`config.mk`:
```
export PLATFORM = sky130hd
export DESIGN_NAME = cordic_fixed_square_root
export DESIGN_NICKNAME = d
export VERILOG_FILES = /design/src/cfsr_pkg.sv /design/src/cfsr_step.sv /design/src/cordic_fixed_square_root.sv
export SDC_FILE = /design/constraint.sdc
export NUM_CORES = 2
export LEC_CHECK = 0
export BUFFER_PORTS_ARGS = -buffer_cell sky130_fd_sc_hd__buf_2
export CAP_MARGIN = 20
export CORE_MARGIN = 1.5
export CORE_UTILIZATION = 40
export CTS_BUF_LIST = sky130_fd_sc_hd__clkbuf_4 sky130_fd_sc_hd__clkbuf_8 sky130_fd_sc_hd__clkbuf_16
export DETAILED_ROUTE_END_ITERATION = 12
export PLACE_DENSITY = 0.56
export SLEW_MARGIN = 20
export SYNTH_ARGS = -nofsm -noshare
export SYNTH_HDL_FRONTEND = slang
export SYNTH_SLANG_ARGS = --single-unit
```
`constraint.sdc`:
```
create_clock -name clk -period 6.5 [get_ports clk]
set_input_delay 0.65 -clock clk [delete_from_list [all_inputs] [get_ports clk]]
set_output_delay 0.65 -clock clk [all_outputs]
set_load 0.02 [all_outputs]
```
`src/cfsr_pkg.sv`:
```
`default_nettype none

package cfsr_pkg;

  // Datapath width of the CORDIC x/y words (signed). Normalized input stays
  // below 2^25 and the seed adds a 23-bit constant, so 29 bits leave headroom.
  localparam int unsigned CordW = 29;

  // Seed offset for the hyperbolic vectoring pass.
  localparam logic signed [CordW-1:0] RootMagic = CordW'(32'h005D50AD);

  localparam int unsigned NumSteps = 7;

  // Per-step hyperbolic shift; shift 4 is repeated for convergence.
  function automatic logic [2:0] step_shift(input int unsigned k);
    logic [2:0] s;
    unique case (k)
      0:       s = 3'd1;
      1:       s = 3'd2;
      2:       s = 3'd3;
      3:       s = 3'd4;
      4:       s = 3'd4;
      5:       s = 3'd5;
      default: s = 3'd6;
    endcase
    return s;
  endfunction

  // Leading zeros of {1'b0, v} in a 32-bit word; meaningful for v != 0.
  function automatic logic [4:0] lead_zeros(input logic [30:0] v);
    logic [4:0] n;
    n = 5'd31;
    for (int i = 0; i < 31; i++) begin
      if (v[i]) begin
        n = 5'(31 - i);
      end
    end
    return n;
  endfunction

  // One beat in flight through the CORDIC stages.
  typedef struct packed {
    logic signed [CordW-1:0] x;
    logic signed [CordW-1:0] y;
    logic signed [4:0]       half;   // half of the even normalizing shift
    logic                    zero;   // input was zero, force result to 0
  } cfsr_vec_t;

endpackage

`default_nettype wire

```
`src/cfsr_step.sv`:
```
`default_nettype none

module cfsr_step
  import cfsr_pkg::*;
#(
  parameter int unsigned SHIFT = 1
) (
  input  wire             clk,
  input  wire             rst,
  input  wire             ld,
  input  wire             vin,
  input  wire cfsr_vec_t  din,
  output logic            vout,
  output cfsr_vec_t       dout
);

  logic signed [CordW-1:0] xs;
  logic signed [CordW-1:0] ys;
  cfsr_vec_t               dout_next;

  always_comb begin
    xs = din.x >>> SHIFT;
    ys = din.y >>> SHIFT;
    dout_next = din;
    // rotate toward y = 0; both updates use the old x and y
    if (!din.y[CordW-1]) begin
      dout_next.x = din.x - ys;
      dout_next.y = din.y - xs;
    end else begin
      dout_next.x = din.x + ys;
      dout_next.y = din.y + xs;
    end
  end

  always_ff @(posedge clk) begin
    if (rst) begin
      vout <= 1'b0;
    end else if (ld) begin
      vout <= vin;
    end
  end

  always_ff @(posedge clk) begin
    if (ld) begin
      dout <= dout_next;
    end
  end

endmodule

`default_nettype wire

```
`src/cordic_fixed_square_root.sv`:
```
// Square root, 12 fraction bits in and out, by hyperbolic CORDIC vectoring.
// Pipeline: one stage for the leading-zero count, one for normalize/seed,
//   seven CORDIC steps and one output stage.
// Throughput: one beat per cycle unless out_ready stalls the output; each stage holds its beat only when the
//   stage after it is full and stalled, so bubbles are squeezed out.
// Reset (rst, synchronous): clears all stage valid bits; datapath is not reset.
`default_nettype none

module cordic_fixed_square_root
  import cfsr_pkg::*;
(
  input  wire         clk,
  input  wire         rst,
  input  wire         in_valid,
  output logic        in_ready,
  input  wire  [30:0] square_in,
  output logic        out_valid,
  input  wire         out_ready,
  output logic [23:0] root_out
);

  // stage 0: count, stage 1: seed, stages 2..8: CORDIC, stage 9: output
  localparam int unsigned NumStages = NumSteps + 3;

  typedef struct packed {
    logic [30:0] sq;
    logic [4:0]  lzc;
    logic        zero;
  } cfsr_norm_t;

  logic [NumStages-1:0] vld;   // valid bit per stage
  logic [NumStages-1:0] ld;    // stage register loads this cycle

  // Load chain: a stage takes a new beat when empty or when its beat moves on.
  always_comb begin
    ld[NumStages-1] = !vld[NumStages-1] || out_ready;
    for (int i = NumStages - 2; i >= 0; i--) begin
      ld[i] = !vld[i] || ld[i+1];
    end
  end

  assign in_ready = ld[0];

  // ---------------------------------------------------------------------
  // Stage 0: leading-zero count
  // ---------------------------------------------------------------------
  cfsr_norm_t norm;
  logic       norm_vld;

  always_ff @(posedge clk) begin
    if (rst) begin
      norm_vld <= 1'b0;
    end else if (ld[0]) begin
      norm_vld <= in_valid;
    end
  end

  always_ff @(posedge clk) begin
    if (ld[0]) begin
      norm.sq   <= square_in;
      norm.lzc  <= lead_zeros(square_in);
      norm.zero <= (square_in == 31'd0);
    end
  end

  // ---------------------------------------------------------------------
  // Stage 1: even normalizing shift and CORDIC seed
  // ---------------------------------------------------------------------
  logic signed [5:0]       bits;      // 8 - lzc, range -23..7
  logic signed [4:0]       half;      // floor(bits/2), +1 when bits < 0
  logic [4:0]              neg_half;
  logic [5:0]              lsh;       // left shift, 2..22
  logic [2:0]              rsh;       // right shift, 0..6
  logic [24:0]             norm_v;
  logic signed [CordW-1:0] v_ext;
  cfsr_vec_t               seed_next;
  cfsr_vec_t               seed;
  logic                    seed_vld;

  always_comb begin
    bits     = 6'sd8 - signed'({1'b0, norm.lzc});
    half     = 5'(bits >>> 1) + {4'b0, bits[5]};
    neg_half = 5'd0 - half;
    lsh      = {neg_half, 1'b0};
    rsh      = {half[1:0], 1'b0};
    if (half[4]) begin
      norm_v = 25'(norm.sq << lsh);
    end else begin
      norm_v = 25'(norm.sq >> rsh);
    end
    v_ext          = CordW'({4'b0, norm_v});
    seed_next.x    = v_ext + RootMagic;
    seed_next.y    = v_ext - RootMagic;
    seed_next.half = half;
    seed_next.zero = norm.zero;
  end

  always_ff @(posedge clk) begin
    if (rst) begin
      seed_vld <= 1'b0;
    end else if (ld[1]) begin
      seed_vld <= norm_vld;
    end
  end

  always_ff @(posedge clk) begin
    if (ld[1]) begin
      seed <= seed_next;
    end
  end

  // ---------------------------------------------------------------------
  // Stages 2..8: one hyperbolic vectoring step each
  // ---------------------------------------------------------------------
  cfsr_vec_t             vec [NumSteps+1];
  logic [NumSteps:0]     vec_vld;

  assign vec[0]     = seed;
  assign vec_vld[0] = seed_vld;

  for (genvar k = 0; k < NumSteps; k++) begin : g_step
    cfsr_step #(
      .SHIFT (int'(step_shift(k)))
    ) u_step (
      .clk  (clk),
      .rst  (rst),
      .ld   (ld[k+2]),
      .vin  (vec_vld[k]),
      .din  (vec[k]),
      .vout (vec_vld[k+1]),
      .dout (vec[k+1])
    );
  end

  // ---------------------------------------------------------------------
  // Stage 9: denormalize, x >>> (6 - half), zero override
  // ---------------------------------------------------------------------
  cfsr_vec_t   last;
  logic [4:0]  out_sh;        // 3..17
  logic [23:0] root_next;

  assign last = vec[NumSteps];

  always_comb begin
    out_sh = 5'd6 - last.half;
    if (last.zero) begin
      root_next = 24'd0;
    end else begin
      root_next = 24'(last.x >>> out_sh);
    end
  end

  always_ff @(posedge clk) begin
    if (rst) begin
      out_valid <= 1'b0;
    end else if (ld[NumStages-1]) begin
      out_valid <= vec_vld[NumSteps];
    end
  end

  always_ff @(posedge clk) begin
    if (ld[NumStages-1]) begin
      root_out <= root_next;
    end
  end

  assign vld = {out_valid, vec_vld[NumSteps:1], seed_vld, norm_vld};

`ifndef SYNTHESIS
  // A free output slot must let the whole pipe advance.
  a_free_out_accepts: assert property (@(posedge clk) disable iff (rst)
    (!out_valid || out_ready) |-> in_ready)
    else $error("pipe stalled while output slot free");

  // Normalizing half-shift stays within -11..3 for nonzero beats.
  a_half_range: assert property (@(posedge clk) disable iff (rst)
    (seed_vld && !seed.zero) |-> (seed.half >= -5'sd11 && seed.half <= 5'sd3))
    else $error("normalizing shift out of range");

  // Converged x is non-negative for real inputs.
  a_x_positive: assert property (@(posedge clk) disable iff (rst)
    (vec_vld[NumSteps] && !last.zero) |-> !last.x[CordW-1])
    else $error("CORDIC x went negative");

  // Every root fits below 2^22.
  a_root_bound: assert property (@(posedge clk) disable iff (rst)
    out_valid |-> (root_out[23:22] == 2'b00))
    else $error("root exceeds 22 bits");

  // An accepted zero beat is flagged in stage 0.
  a_zero_flag: assert property (@(posedge clk) disable iff (rst)
    (in_valid && in_ready && square_in == 31'd0) |=> (norm_vld && norm.zero))
    else $error("zero input not flagged");
`endif

endmodule

`default_nettype wire

```
==> reports/metrics.cfg <==
[sta]
slew_headroom=0.247
setup-tns-final_ns=0
finalSetupViolations=0
drv_slew=0
finalWorstPathRequiredPeriod_ns=5.28
skew_ns=0.0326
hold_viol=0
tightest_slew_ns=1.11
period_share=0.812
rsz0062_at_grt=no
max_freq_ghz=0.189

[yosys]
ys_seq_area_frac=0.360
netlist_instances=4760
synth_top_area_frac=0.356
synth_edf_count=528
syn_nets=5183
ys_async_sr_fraction=0
synth.top_cells.by_area=edfxtp_1 36%, ha_1 11%, xor2_1 6.7%, xnor2_1 6.1%, a21oi_1 5.4%
ys.flop_type=edfxtp_1
synth_area_sq_um=44600
syn_area_per_cell_sq_um=9.37
ys_types=100
ys_ff_latch=538
post-synth-top-count-cell=edfxtp_1
yosys-top-cells-count=528 x edfxtp_1, 485 x a21oi_1, 480 x nor2_1
synth_warnings=0
synth_top_cell_by_area=edfxtp_1

[cts]
cts_buffer_depth=3
cts_tree=built
clkLatencyLatePin_ns=0.66
cts_buffers=66
root_buffer=clkbuf_16
post_cts_resized=0
cts_sinks=538
cts_setup_buffers=0
ctsHtreeMaxLevel=3
clkSlewWorstSetupHoldPaths_ns=0.06
cts_hold_buf=0

[cells_and_area]
drive_gt1_frac=0.0703
nets=5234
area_delta_synth_final_pct=9.56
antenna_cells=0

[worst_setup_path]
rrSetupSlack_ns=1.22
path_cells=nor3_4 -> o21ai_0 -> ha_2 -> inv_1 -> buf_4 -> ha_1 -> xnor3_1 -> mux2i_1 -> o211ai_1 -> and2_0 -> and4_1 -> a211oi_1 -> nand2b_1 -> a311oi_1
cp-start-kind=flop
cp_slowest_cell=xnor3_1
crit_family=simple AND/OR/NAND/NOR gates
critPathCaptureType=flop
critPathMaxFanout=33
crit_buf_inv=2
critPathCapture=seed[30]
cp_num_cells=14
cp.arrival_ns=5.63
r2r_start=norm[3]
worstPathRequired_ns=6.85
critPathMaxStageDelay_ns=0.84
crit_type=flop to flop
crit_start=norm[3]
worstReg2RegEnd=seed[30]
reg2reg_depth=14

[floorplan]
die_h_um=337
coreArea_sq_um=111000
dieArea_sq_um=113000
placement_rows=122
die_x_um=337
initial_core_util=0.403
ios=61

[hold_path]
hold_path.class=input port to flop
hold-path-cell-count=1

[place]
gp_congestion=0.908
portBuffers=60
dp_hpwl_um=89300

[routing]
drc=0
vias=34800
vias_per_cell=5.48
first_iter_violations=2348
drt-total-wl_um=112000
dr.pass1.iters=5
drtAntennaViolNets=0
wl_per_cell_um=17.6

[global_routing]
grt_pass1_wl_um=180000
first_global_vias=33300
grt-ovfl-total=0
grt_max_degree=65
grt_usage=0.196
antenna_found_initial=1

[job]
max-cap-violations=0

[run_status]
outcome=complete, no violations

flip-flops by register name, summed over array words and instances (netlist names):
signal,cells
out_valid,1
seed,57
root_out,24
g_step.u_step.dout,410
norm,37
seed_vld,1
g_step.u_step.vout,7
norm_vld,1
per-layer routing:
metal	GRT usage	vias up	part of all wire
met1	0.256	16400	0.46
met4	0.0516	0	0.023
met5	0	-	0
met3	0.0219	161	0.031
met2	0.342	586	0.48
li1	-	17700	-
worst min-delay path by stage:
stage	startpoint	slack, ns	endpoint
2_1_floorplan	seed[0]	0.40	g_step[0].u_step.dout[0]
3_3_place_gp	g_step[1].u_step.dout[0]	0.40	g_step[2].u_step.dout[0]
3_5_place_dp	g_step[3].u_step.dout[5]	0.40	g_step[4].u_step.dout[5]
4_1_cts	square_in[18]	0.15	norm[24]
5_1_grt	square_in[18]	0.18	norm[24]
6_report	square_in[18]	0.20	norm[24]
stage by stage:
| step | worst slack (ns) | hold slack (ns) | util | cell area (sq um) | std cells |
|---|---|---|---|---|---|
| 3_3_place_gp | 1.33 | 0.401 | 0.421 | 46600 | 6231 |
| 6_report | 1.22 | 0.196 | 0.441 | 48800 | 6350 |
| 5_1_grt | 0.827 | 0.184 | 0.441 | 48800 | 6350 |
| 4_1_cts | 1.28 | 0.151 | 0.441 | 48800 | 6350 |
| 3_5_place_dp | 1.28 | 0.405 | 0.421 | 46600 | 6231 |
| 2_1_floorplan | 0.644 | 0.400 | - | 44600 | 4760 |
cells in the final DEF (no fill, tap or decap), drive strengths merged, types with 72 or more instances in the layout:
| cell | instances |
|---|---|
| o21ai | 173 |
| o21bai | 72 |
| a21o | 119 |
| clkbuf | 77 |
| xor2 | 341 |
| nor2 | 481 |
| xnor2 | 312 |
| nand3 | 112 |
| a21oi | 486 |
| nand2 | 334 |
| inv | 202 |
| ha | 376 |
| edfxtp | 528 |
| nor3 | 168 |
| buf | 100 |
worst reg2reg max path, delay by kind of cell (launching register included):
kind / cells / cell delay, ns
fa+ha+maj: 2 / 0.76
mux: 1 / 0.34
buf+inv: 2 / 0.40
compound gates: 4 / 0.99
flops: 1 / 0.59
simple gates: 4 / 1.09
xor+xnor: 1 / 0.84
layout make-up:
type | count | area (sq um)
clock inverter | 42 | 494
multi-input combinational | 3907 | 27300
fill | 10800 | 61800
clock buffer | 77 | 1740
inverter | 198 | 746
timing repair buffer | 100 | 601
sequential | 538 | 16100
tap | 1488 | 1860
kinds of logic (layout without fill, tap and decap cells):
| logic type | count (synthesis) | after routing | share of synthesized area |
|---|---|---|---|
| xor+xnor | 657 | 657 | 0.130 |
| simple gates | 1475 | 1475 | 0.158 |
| fa+ha+maj | 388 | 388 | 0.111 |
| flops | 538 | 538 | 0.360 |
| buf+inv | 315 | 417 | 0.0279 |
| compound gates | 1261 | 1261 | 0.180 |
| mux | 126 | 126 | 0.0334 |
Power is left out: the tool's default activity adds up to more than one toggle a clock period on the data nets, which glitch-free logic cannot reach.
